### config.mk
export PLATFORM = sky130hd
export DESIGN_NAME = integer_matrix_multiply_flat
export DESIGN_NICKNAME = d
export VERILOG_FILES = /design/src/rtl/imm_pkg.sv /design/src/rtl/imm_in_if.sv /design/src/rtl/imm_out_if.sv /design/src/rtl/imm_ctrl.sv /design/src/rtl/imm_dp.sv /design/src/rtl/integer_matrix_multiply.sv /design/src/flat_wrapper.sv
export SDC_FILE = /design/constraint.sdc
export NUM_CORES = 2
export LEC_CHECK = 0
export BUFFER_PORTS_ARGS = -buffer_cell sky130_fd_sc_hd__buf_2
export CAP_MARGIN = 0
export CORE_MARGIN = 2
export CORE_UTILIZATION = 59
export DETAILED_ROUTE_END_ITERATION = 12
export PLACE_DENSITY = 0.75
export SYNTH_ARGS = -nofsm -noshare
export SYNTH_HDL_FRONTEND = slang
export SYNTH_HIERARCHICAL = 1
export SYNTH_SLANG_ARGS = --single-unit
### constraint.sdc
create_clock -name clk_i -period 10.5 [get_ports clk_i]
set_input_delay 1.05 -clock clk_i [delete_from_list [all_inputs] [get_ports clk_i]]
set_output_delay 1.05 -clock clk_i [all_outputs]
set_load 0.1 [all_outputs]
### src/rtl/imm_pkg.sv
// Shared types, constants and codes for the integer matrix multiplier.
// Used by the channel interfaces, the controller, the datapath and the top level.
// No dependencies.
`default_nettype none

package imm_pkg;

  localparam int DefMaxRows   = 8;
  localparam int DefMaxCommon = 8;
  localparam int DefMaxCols   = 8;

  localparam int ElemW  = 16;
  localparam int SumW   = 35;
  localparam int ActW   = 2;
  localparam int RowW   = 3;
  localparam int ColW   = 3;
  localparam int CfgW   = 4;
  localparam int CfgIdxW = 2;
  localparam int CntW   = CfgW;

  localparam logic [ActW-1:0] ActLoadA   = 2'd0;
  localparam logic [ActW-1:0] ActLoadB   = 2'd1;
  localparam logic [ActW-1:0] ActCompute = 2'd2;

  localparam logic [CfgIdxW-1:0] CfgIdxRows   = 2'd0;
  localparam logic [CfgIdxW-1:0] CfgIdxCommon = 2'd1;
  localparam logic [CfgIdxW-1:0] CfgIdxCols   = 2'd2;

  localparam logic [CfgW-1:0] RstRows   = 4'd6;
  localparam logic [CfgW-1:0] RstCommon = 4'd5;
  localparam logic [CfgW-1:0] RstCols   = 4'd4;

  typedef struct packed {
    logic            wr_a;
    logic            wr_b;
    logic            rd_en;
    logic            first;
    logic [CntW-1:0] r;
    logic [CntW-1:0] c;
    logic [CntW-1:0] k;
    logic            load_out;
    logic            out_last;
  } ctrl_cmd_t;

  typedef struct packed {
    logic out_free;
  } dp_status_t;

endpackage

`default_nettype wire

### src/rtl/imm_in_if.sv
// Input channel: valid/ready handshake carrying one load or compute transaction.
// Depends on imm_pkg.
`default_nettype none

interface imm_in_if;
  import imm_pkg::*;

  logic                    valid;
  logic                    ready;
  logic [ActW-1:0]         action;
  logic [RowW-1:0]         row;
  logic [ColW-1:0]         col;
  logic signed [ElemW-1:0] element_value;

  modport source (output valid, action, row, col, element_value, input ready);
  modport sink   (input valid, action, row, col, element_value, output ready);
endinterface

`default_nettype wire

### src/rtl/imm_out_if.sv
// Output channel: valid/ready handshake carrying one product element per transaction.
// Depends on imm_pkg.
`default_nettype none

interface imm_out_if;
  import imm_pkg::*;

  logic                   valid;
  logic                   ready;
  logic [RowW-1:0]        result_row;
  logic [ColW-1:0]        result_col;
  logic signed [SumW-1:0] product_sum;
  logic                   last_of_run;

  modport source (output valid, result_row, result_col, product_sum, last_of_run,
                  input ready);
  modport sink   (input valid, result_row, result_col, product_sum, last_of_run,
                  output ready);
endinterface

`default_nettype wire

### src/rtl/imm_ctrl.sv
// Controller: size registers, load decode and the sequencer that walks r, c and k.
// Depends on imm_pkg; drives the datapath through ctrl_cmd_t.
`default_nettype none

module imm_ctrl #(
  parameter int MAX_ROWS   = imm_pkg::DefMaxRows,
  parameter int MAX_COMMON = imm_pkg::DefMaxCommon,
  parameter int MAX_COLS   = imm_pkg::DefMaxCols
) (
  input  logic                         clk_i,
  input  logic                         rst_ni,
  input  logic                         cfg_we_i,
  input  logic [imm_pkg::CfgIdxW-1:0]  cfg_idx_i,
  input  logic [imm_pkg::CfgW-1:0]     cfg_data_i,
  input  logic                         in_valid_i,
  input  logic [imm_pkg::ActW-1:0]     in_action_i,
  input  logic [imm_pkg::RowW-1:0]     in_row_i,
  input  logic [imm_pkg::ColW-1:0]     in_col_i,
  output logic                         in_ready_o,
  output imm_pkg::ctrl_cmd_t           cmd_o,
  input  imm_pkg::dp_status_t          stat_i
);
  import imm_pkg::*;

  localparam logic [1:0] StIdle  = 2'd0;
  localparam logic [1:0] StIssue = 2'd1;
  localparam logic [1:0] StDrain = 2'd2;
  localparam logic [1:0] StEmit  = 2'd3;

  logic [1:0]      state_q, state_d;
  logic [CfgW-1:0] rows_q, rows_d, common_q, common_d, cols_q, cols_d;
  logic [CntW-1:0] r_q, r_d, c_q, c_d, k_q, k_d;
  logic            drain_q, drain_d;
  logic [CntW-1:0] nr, nk, nc;
  logic            accept, last_k, last_r, last_c;

  always_comb begin
    nr = (rows_q == '0) ? CntW'(1) :
         (int'(rows_q) > MAX_ROWS) ? CntW'(MAX_ROWS) : rows_q;
    nk = (common_q == '0) ? CntW'(1) :
         (int'(common_q) > MAX_COMMON) ? CntW'(MAX_COMMON) : common_q;
    nc = (cols_q == '0) ? CntW'(1) :
         (int'(cols_q) > MAX_COLS) ? CntW'(MAX_COLS) : cols_q;
  end

  assign in_ready_o = (state_q == StIdle);
  assign accept     = in_valid_i && in_ready_o;
  assign last_k     = (k_q == nk - CntW'(1));
  assign last_r     = (r_q == nr - CntW'(1));
  assign last_c     = (c_q == nc - CntW'(1));

  always_comb begin
    rows_d   = rows_q;
    common_d = common_q;
    cols_d   = cols_q;
    if (cfg_we_i) begin
      case (cfg_idx_i)
        CfgIdxRows:   rows_d   = cfg_data_i;
        CfgIdxCommon: common_d = cfg_data_i;
        CfgIdxCols:   cols_d   = cfg_data_i;
        default: ;
      endcase
    end
  end

  always_comb begin
    state_d = state_q;
    r_d     = r_q;
    c_d     = c_q;
    k_d     = k_q;
    drain_d = drain_q;

    cmd_o          = '0;
    cmd_o.r        = r_q;
    cmd_o.c        = c_q;
    cmd_o.k        = k_q;
    cmd_o.first    = (k_q == '0);
    cmd_o.out_last = last_r && last_c;
    cmd_o.wr_a     = accept && (in_action_i == ActLoadA) &&
                     ({1'b0, in_row_i} < nr) && ({1'b0, in_col_i} < nk);
    cmd_o.wr_b     = accept && (in_action_i == ActLoadB) &&
                     ({1'b0, in_row_i} < nk) && ({1'b0, in_col_i} < nc);

    unique case (state_q)
      StIdle: begin
        if (accept && (in_action_i == ActCompute)) begin
          r_d     = '0;
          c_d     = '0;
          k_d     = '0;
          state_d = StIssue;
        end
      end
      StIssue: begin
        cmd_o.rd_en = 1'b1;
        k_d         = k_q + CntW'(1);
        if (last_k) begin
          drain_d = 1'b0;
          state_d = StDrain;
        end
      end
      StDrain: begin
        drain_d = 1'b1;
        if (drain_q) begin
          state_d = StEmit;
        end
      end
      StEmit: begin
        if (stat_i.out_free) begin
          cmd_o.load_out = 1'b1;
          k_d            = '0;
          if (last_r && last_c) begin
            state_d = StIdle;
          end else begin
            state_d = StIssue;
            if (last_c) begin
              c_d = '0;
              r_d = r_q + CntW'(1);
            end else begin
              c_d = c_q + CntW'(1);
            end
          end
        end
      end
      default: state_d = StIdle;
    endcase
  end

  always_ff @(posedge clk_i or negedge rst_ni) begin
    if (!rst_ni) begin
      state_q  <= StIdle;
      rows_q   <= RstRows;
      common_q <= RstCommon;
      cols_q   <= RstCols;
      r_q      <= '0;
      c_q      <= '0;
      k_q      <= '0;
      drain_q  <= 1'b0;
    end else begin
      state_q  <= state_d;
      rows_q   <= rows_d;
      common_q <= common_d;
      cols_q   <= cols_d;
      r_q      <= r_d;
      c_q      <= c_d;
      k_q      <= k_d;
      drain_q  <= drain_d;
    end
  end

endmodule

`default_nettype wire

### src/rtl/imm_dp.sv
// Datapath: A and B element memories, registered multiplier, accumulator and output register.
// Depends on imm_pkg; commanded by imm_ctrl through ctrl_cmd_t.
`default_nettype none

module imm_dp #(
  parameter int MAX_ROWS   = imm_pkg::DefMaxRows,
  parameter int MAX_COMMON = imm_pkg::DefMaxCommon,
  parameter int MAX_COLS   = imm_pkg::DefMaxCols
) (
  input  logic                             clk_i,
  input  logic                             rst_ni,
  input  imm_pkg::ctrl_cmd_t               cmd_i,
  output imm_pkg::dp_status_t              stat_o,
  input  logic [imm_pkg::RowW-1:0]         in_row_i,
  input  logic [imm_pkg::ColW-1:0]         in_col_i,
  input  logic signed [imm_pkg::ElemW-1:0] in_value_i,
  output logic                             out_valid_o,
  input  logic                             out_ready_i,
  output logic [imm_pkg::RowW-1:0]         out_row_o,
  output logic [imm_pkg::ColW-1:0]         out_col_o,
  output logic signed [imm_pkg::SumW-1:0]  out_sum_o,
  output logic                             out_last_o
);
  import imm_pkg::*;

  localparam int DepthA = MAX_ROWS * MAX_COMMON;
  localparam int DepthB = MAX_COMMON * MAX_COLS;
  localparam int AwA    = (DepthA > 1) ? $clog2(DepthA) : 1;
  localparam int AwB    = (DepthB > 1) ? $clog2(DepthB) : 1;

  logic signed [ElemW-1:0]   mem_a [DepthA];
  logic signed [ElemW-1:0]   mem_b [DepthB];
  logic [AwA-1:0]            wr_addr_a, rd_addr_a;
  logic [AwB-1:0]            wr_addr_b, rd_addr_b;
  logic signed [ElemW-1:0]   a_q, b_q;
  logic signed [2*ElemW-1:0] prod_q;
  logic signed [SumW-1:0]    acc_q, acc_d;
  logic                      s1_vld_q, s1_first_q, s2_vld_q, s2_first_q;
  logic                      out_vld_q;
  logic [RowW-1:0]           out_row_q;
  logic [ColW-1:0]           out_col_q;
  logic signed [SumW-1:0]    out_sum_q;
  logic                      out_last_q;

  assign wr_addr_a = AwA'(int'(in_row_i) * MAX_COMMON + int'(in_col_i));
  assign wr_addr_b = AwB'(int'(in_row_i) * MAX_COLS + int'(in_col_i));
  assign rd_addr_a = AwA'(int'(cmd_i.r) * MAX_COMMON + int'(cmd_i.k));
  assign rd_addr_b = AwB'(int'(cmd_i.k) * MAX_COLS + int'(cmd_i.c));

  always_ff @(posedge clk_i) begin
    if (cmd_i.wr_a) begin
      mem_a[wr_addr_a] <= in_value_i;
    end
    if (cmd_i.rd_en) begin
      a_q <= mem_a[rd_addr_a];
    end
  end

  always_ff @(posedge clk_i) begin
    if (cmd_i.wr_b) begin
      mem_b[wr_addr_b] <= in_value_i;
    end
    if (cmd_i.rd_en) begin
      b_q <= mem_b[rd_addr_b];
    end
  end

  always_ff @(posedge clk_i) begin
    prod_q <= a_q * b_q;
  end

  always_comb begin
    acc_d = acc_q;
    if (s2_vld_q) begin
      acc_d = (s2_first_q ? SumW'(0) : acc_q) + SumW'(prod_q);
    end
  end

  always_ff @(posedge clk_i or negedge rst_ni) begin
    if (!rst_ni) begin
      s1_vld_q   <= 1'b0;
      s1_first_q <= 1'b0;
      s2_vld_q   <= 1'b0;
      s2_first_q <= 1'b0;
      acc_q      <= '0;
      out_vld_q  <= 1'b0;
    end else begin
      s1_vld_q   <= cmd_i.rd_en;
      s1_first_q <= cmd_i.first;
      s2_vld_q   <= s1_vld_q;
      s2_first_q <= s1_first_q;
      acc_q      <= acc_d;
      if (cmd_i.load_out) begin
        out_vld_q <= 1'b1;
      end else if (out_ready_i) begin
        out_vld_q <= 1'b0;
      end
    end
  end

  always_ff @(posedge clk_i) begin
    if (cmd_i.load_out) begin
      out_row_q  <= cmd_i.r[RowW-1:0];
      out_col_q  <= cmd_i.c[ColW-1:0];
      out_sum_q  <= acc_q;
      out_last_q <= cmd_i.out_last;
    end
  end

  assign stat_o.out_free = !out_vld_q || out_ready_i;
  assign out_valid_o     = out_vld_q;
  assign out_row_o       = out_row_q;
  assign out_col_o       = out_col_q;
  assign out_sum_o       = out_sum_q;
  assign out_last_o      = out_last_q;

endmodule

`default_nettype wire

### src/rtl/integer_matrix_multiply.sv
// Integer matrix multiplier: top level joining controller and datapath.
// Depends on imm_pkg, imm_in_if, imm_out_if, imm_ctrl and imm_dp.
//
// Usage:
//  - in_chan_i takes one transaction per cycle while the block is idle: load A
//    element, load B element, or compute. Loads complete in the accepting cycle;
//    a load whose row or column lies outside the sizes in use is dropped.
//  - A compute transaction emits rows*cols results on out_chan_o in row-major
//    order, the final one with last_of_run set. Each element passes through
//    common memory reads (one A and one B read port, one product per cycle),
//    the multiply/accumulate pipeline (read registers, product register,
//    accumulator) and a move of the sum into the output register;
//    in_chan_i.ready is low throughout a run.
//  - The output register holds a result until taken. A stalled receiver stalls
//    the sequencer at the next element; the following transaction is accepted as
//    soon as the last result sits in the output register.
//  - The cfg port writes the size registers (rows, common, cols);
//    write only while idle. Reset sets sizes 6, 5, 4 and empties the output;
//    the element memories hold nothing defined until loaded.
`default_nettype none

module integer_matrix_multiply #(
  parameter int MAX_ROWS   = imm_pkg::DefMaxRows,
  parameter int MAX_COMMON = imm_pkg::DefMaxCommon,
  parameter int MAX_COLS   = imm_pkg::DefMaxCols
) (
  input  logic                        clk_i,
  input  logic                        rst_ni,
  input  logic                        cfg_we_i,
  input  logic [imm_pkg::CfgIdxW-1:0] cfg_idx_i,
  input  logic [imm_pkg::CfgW-1:0]    cfg_data_i,
  imm_in_if.sink                      in_chan_i,
  imm_out_if.source                   out_chan_o
);
  import imm_pkg::*;

  ctrl_cmd_t  cmd;
  dp_status_t dp_stat;
  logic       in_ready;

  imm_ctrl #(
    .MAX_ROWS   (MAX_ROWS),
    .MAX_COMMON (MAX_COMMON),
    .MAX_COLS   (MAX_COLS)
  ) u_ctrl (
    .clk_i       (clk_i),
    .rst_ni      (rst_ni),
    .cfg_we_i    (cfg_we_i),
    .cfg_idx_i   (cfg_idx_i),
    .cfg_data_i  (cfg_data_i),
    .in_valid_i  (in_chan_i.valid),
    .in_action_i (in_chan_i.action),
    .in_row_i    (in_chan_i.row),
    .in_col_i    (in_chan_i.col),
    .in_ready_o  (in_ready),
    .cmd_o       (cmd),
    .stat_i      (dp_stat)
  );

  assign in_chan_i.ready = in_ready;

  imm_dp #(
    .MAX_ROWS   (MAX_ROWS),
    .MAX_COMMON (MAX_COMMON),
    .MAX_COLS   (MAX_COLS)
  ) u_dp (
    .clk_i       (clk_i),
    .rst_ni      (rst_ni),
    .cmd_i       (cmd),
    .stat_o      (dp_stat),
    .in_row_i    (in_chan_i.row),
    .in_col_i    (in_chan_i.col),
    .in_value_i  (in_chan_i.element_value),
    .out_valid_o (out_chan_o.valid),
    .out_ready_i (out_chan_o.ready),
    .out_row_o   (out_chan_o.result_row),
    .out_col_o   (out_chan_o.result_col),
    .out_sum_o   (out_chan_o.product_sum),
    .out_last_o  (out_chan_o.last_of_run)
  );

  a_load_needs_room : assert property (@(posedge clk_i) disable iff (!rst_ni)
    cmd.load_out |-> (!out_chan_o.valid || out_chan_o.ready))
    else $error("result loaded over an untaken result");

  a_no_input_while_busy : assert property (@(posedge clk_i) disable iff (!rst_ni)
    cmd.rd_en |-> !in_ready)
    else $error("input ready while computing");

  a_compute_goes_busy : assert property (@(posedge clk_i) disable iff (!rst_ni)
    (in_chan_i.valid && in_ready && (in_chan_i.action == ActCompute)) |=> !in_ready)
    else $error("compute transaction did not start a run");

  a_last_returns_idle : assert property (@(posedge clk_i) disable iff (!rst_ni)
    (cmd.load_out && cmd.out_last) |=> (in_ready && out_chan_o.valid &&
                                        out_chan_o.last_of_run))
    else $error("run did not end cleanly after last result");

endmodule

`default_nettype wire
### src/flat_wrapper.sv
// flat-port wrapper written by rule: the top's interface ports become plain ports
module integer_matrix_multiply_flat import imm_pkg::*;
#(
  parameter int MAX_ROWS   = imm_pkg::DefMaxRows,
  parameter int MAX_COMMON = imm_pkg::DefMaxCommon,
  parameter int MAX_COLS   = imm_pkg::DefMaxCols
)
  (clk_i, rst_ni, cfg_we_i, cfg_idx_i, cfg_data_i, in_chan_i_valid, in_chan_i_action, in_chan_i_row, in_chan_i_col, in_chan_i_element_value, in_chan_i_ready, out_chan_o_valid, out_chan_o_result_row, out_chan_o_result_col, out_chan_o_product_sum, out_chan_o_last_of_run, out_chan_o_ready);
  imm_in_if in_chan_i_i ();
  imm_out_if out_chan_o_i ();
  input  logic clk_i;
  input  logic rst_ni;
  input  logic cfg_we_i;
  input  logic [imm_pkg::CfgIdxW-1:0] cfg_idx_i;
  input  logic [imm_pkg::CfgW-1:0] cfg_data_i;
  input wire logic [$bits(in_chan_i_i.valid)-1:0] in_chan_i_valid;
  input wire logic [$bits(in_chan_i_i.action)-1:0] in_chan_i_action;
  input wire logic [$bits(in_chan_i_i.row)-1:0] in_chan_i_row;
  input wire logic [$bits(in_chan_i_i.col)-1:0] in_chan_i_col;
  input wire logic [$bits(in_chan_i_i.element_value)-1:0] in_chan_i_element_value;
  output wire logic [$bits(in_chan_i_i.ready)-1:0] in_chan_i_ready;
  output wire logic [$bits(out_chan_o_i.valid)-1:0] out_chan_o_valid;
  output wire logic [$bits(out_chan_o_i.result_row)-1:0] out_chan_o_result_row;
  output wire logic [$bits(out_chan_o_i.result_col)-1:0] out_chan_o_result_col;
  output wire logic [$bits(out_chan_o_i.product_sum)-1:0] out_chan_o_product_sum;
  output wire logic [$bits(out_chan_o_i.last_of_run)-1:0] out_chan_o_last_of_run;
  input wire logic [$bits(out_chan_o_i.ready)-1:0] out_chan_o_ready;
  assign in_chan_i_i.valid = in_chan_i_valid;
  assign in_chan_i_i.action = in_chan_i_action;
  assign in_chan_i_i.row = in_chan_i_row;
  assign in_chan_i_i.col = in_chan_i_col;
  assign in_chan_i_i.element_value = in_chan_i_element_value;
  assign in_chan_i_ready = in_chan_i_i.ready;
  assign out_chan_o_valid = out_chan_o_i.valid;
  assign out_chan_o_result_row = out_chan_o_i.result_row;
  assign out_chan_o_result_col = out_chan_o_i.result_col;
  assign out_chan_o_product_sum = out_chan_o_i.product_sum;
  assign out_chan_o_last_of_run = out_chan_o_i.last_of_run;
  assign out_chan_o_i.ready = out_chan_o_ready;
  integer_matrix_multiply #(.MAX_ROWS(MAX_ROWS), .MAX_COMMON(MAX_COMMON), .MAX_COLS(MAX_COLS)) u_core (.clk_i(clk_i), .rst_ni(rst_ni), .cfg_we_i(cfg_we_i), .cfg_idx_i(cfg_idx_i), .cfg_data_i(cfg_data_i), .in_chan_i(in_chan_i_i), .out_chan_o(out_chan_o_i));
endmodule
==> metrics.yaml <==
cp_common_cell: "fa_1"
postRouteAntennaNets: 0
cts_root_buf: "clkbuf_16"
die_x_um: 407
synth_area_leaders: "edfxtp_1, mux4_2, fa_1"
ys_seq_elements: 2221
synth_edf_count: 2122
wire_per_inst_um: 29.7
fill_cells: 10400
synth_area_um2: 96000
dieArea_um2: 166000
clk_path_buf_depth: 3
cts_made_buffers: 210
fin_skew_ns: 0.0399
drv_cap: 0
via_per_inst: 6.39
gr-total-overflow: 0
crit_chain: "and2_1 -> fa_1 -> inv_1 -> fa_1 -> fa_1 -> fa_1 -> inv_1 -> fa_1 -> inv_1 -> fa_1 -> inv_1 -> ha_1 -> and4_1 -> nor2b_1 -> a311oi_1 -> o41ai_2 -> a2111oi_2 -> o41ai_2 -> a21o_1 -> a21oi_1 -> xnor2_1"
setup_viol: 0
port_buffers: 78
netlist.area_leader.share: 0.664
worstMarginPinSlew_ns: 1.21
ys_types: 85
drive_gt1_frac: 0.245
tns_ns: 0
crit_path_end_kind: "flip-flop"
dp_hpwl_mm: 130
vias: 47300
r2r-start: "u_core/u_dp/b_q[4]"
netlist_instances: 4804
final_core_util: 0.655
coreArea_um2: 162000
cts_resized: 0
clk-insertion-delay-late_ns: 0.86
cts_tree: "done"
post_cts_buffers: 0
cpMaxStageDelayCell: "edfxtp_1"
die_y_um: 407
ys_seq_area_frac: 0.688
critPathMaxStageDelay_ns: 0.64
drt_iter0_markers: 6383
drc_errors: 0
syn_area_per_cell_um2: 20.0
cts.clk_slew.worst_paths_ns: 0.06
hold_buffers: 0
min_period_over_period: 0.642
hold_path.class: "in -> async"
yosysWarnings: 6
hold_viol_final: 0
path_class: "reg -> reg"
syn2layout_area_growth_pct: 10.7
ios: 79
wl_mm: 220
status: "complete, no violations"
reg2reg_setup_slack_ns: 3.76
critPathArrivalTime_ns: 7.47
slew-limit-headroom: 0.196
synth_ff_type: "edfxtp_1"
rsz0062_at_grt: "false"
async_reset_ff_frac: 0.0302
timing.fmax_ghz: 0.148
grt_pass1_wl_mm: 327
reg2reg_to: "u_core/u_dp/prod_q[30]"
synth_most_common_cell: "edfxtp_1"
globalplace.congestion: 0.862
seqCellArea_um2: 66100
final_max_slew_viol_count: 0
antenna_found_initial: 11
htree_levels: 4
cts.sinks: 2221
cp_max_fo: 16
grtUsageTotal: 0.270
cp.required_ns: 11.23
dr.pass1.iters: 6
core.rowCount: 148
critical_path.startpoint_type: "flip-flop"
reg2regPathDepth: 21
nets: 5485
worst-path-buf-inv: 4
grt_pass1_vias: 48200
grt_max_degree: 124
start_util: 0.592
ys_top_cells_by_count: "edfxtp_1, mux4_2, inv_1"
multiInputGateArea_um2: 28000
synth_nets: 5241
finalCriticalPeriod_ns: 6.74
yosys.area.top_type: "edfxtp_1"
cp_top_family: "adder cells"
## cells by family (layout without fill, tap and decap cells)
family	Yosys count	after routing	share of synthesized area
AOI/OAI and AO/OA	229	229	0.0169
buffers and inverters	524	942	0.0212
muxes	709	709	0.162
and+or+nand+nor	653	653	0.0331
xor gates and xnor gates	66	66	0.00602
DFF	2221	2221	0.688
adders and majority gates	402	402	0.0730
other	0	6	0
## layout by cell type (no fill, tap or decap), types with 120 or more instances in the layout
| cell | instances |
|---|---|
| edfxtp_1 | 2122 |
| buf_4 | 173 |
| nor2_1 | 174 |
| ha_1 | 136 |
| inv_1 | 317 |
| nand2_1 | 171 |
| fa_1 | 263 |
| and2_1 | 120 |
| mux4_2 | 672 |
| clkbuf_16 | 216 |
## through the flow
stage | area (um2) | std cells | hold slack [ns] | setup WS [ns]
after floorplan | 96000 | 4804 | 0.331 | 4.26
after global placement | 99700 | 7011 | 0.332 | 3.79
after detailed placement | 99700 | 7011 | 0.349 | 3.71
after CTS | 106000 | 7397 | 0.309 | 3.70
after global routing | 106000 | 7397 | 0.367 | 3.36
final | 106000 | 7403 | 0.345 | 3.76
## routing by layer
metal  part of all wire  vias to the layer above  global-route usage  wire length (um)
met4              0.034                        4              0.0868              7380
li1                   -                    19500                   -                 -
met2               0.48                     2572               0.420            105000
met1               0.39                    24900               0.396             86400
met3              0.097                      396              0.0509             21300
met5            0.00012                        -                   0                26
## worst max path at each step
stage,slack (ns),startpoint,cells past startpoint,end
6_report,3.76,u_core/u_dp/b_q[4],21,u_core/u_dp/prod_q[30]
5_1_grt,3.36,u_core/u_dp/b_q[1],20,u_core/u_dp/prod_q[30]
4_1_cts,3.70,u_core/u_dp/b_q[4],21,u_core/u_dp/prod_q[30]
3_5_place_dp,3.71,u_core/u_dp/b_q[4],21,u_core/u_dp/prod_q[30]
3_3_place_gp,3.79,u_core/u_dp/b_q[4],21,u_core/u_dp/prod_q[30]
2_1_floorplan,4.26,u_core/u_dp/a_q[15],19,u_core/u_dp/prod_q[30]
## cell type report
type | instances | area share
repair buffers | 238 | 0.0158
well taps | 2175 | 0.0256
clock inverters | 120 | 0.00947
inverters | 318 | 0.0112
flip-flops and latches | 2221 | 0.621
diodes | 6 | 0.000141
multi-input cells | 2059 | 0.264
clock buffers | 266 | 0.0528
## sequential cells by signal, summed over array words and instances (netlist names), 2 cells and up
signal,flops
u_core/u_dp/mem_a,1024
u_core/u_dp/mem_b,1024
u_core/u_dp/acc_q,35
u_core/u_dp/out_sum_o,35
u_core/u_dp/prod_q,32
u_core/u_dp/a_q,16
u_core/u_dp/b_q,16
u_core/u_ctrl/c_q,4
u_core/u_ctrl/cols_q,4
u_core/u_ctrl/common_q,4
u_core/u_ctrl/k_q,4
u_core/u_ctrl/r_q,4
u_core/u_ctrl/rows_q,4
u_core/u_dp/out_col_o,3
u_core/u_dp/out_row_o,3
u_core/u_ctrl/state_q,2
Power is not shown: default switching activity piles up to over one toggle a cycle in this logic, so the estimate is an artifact.
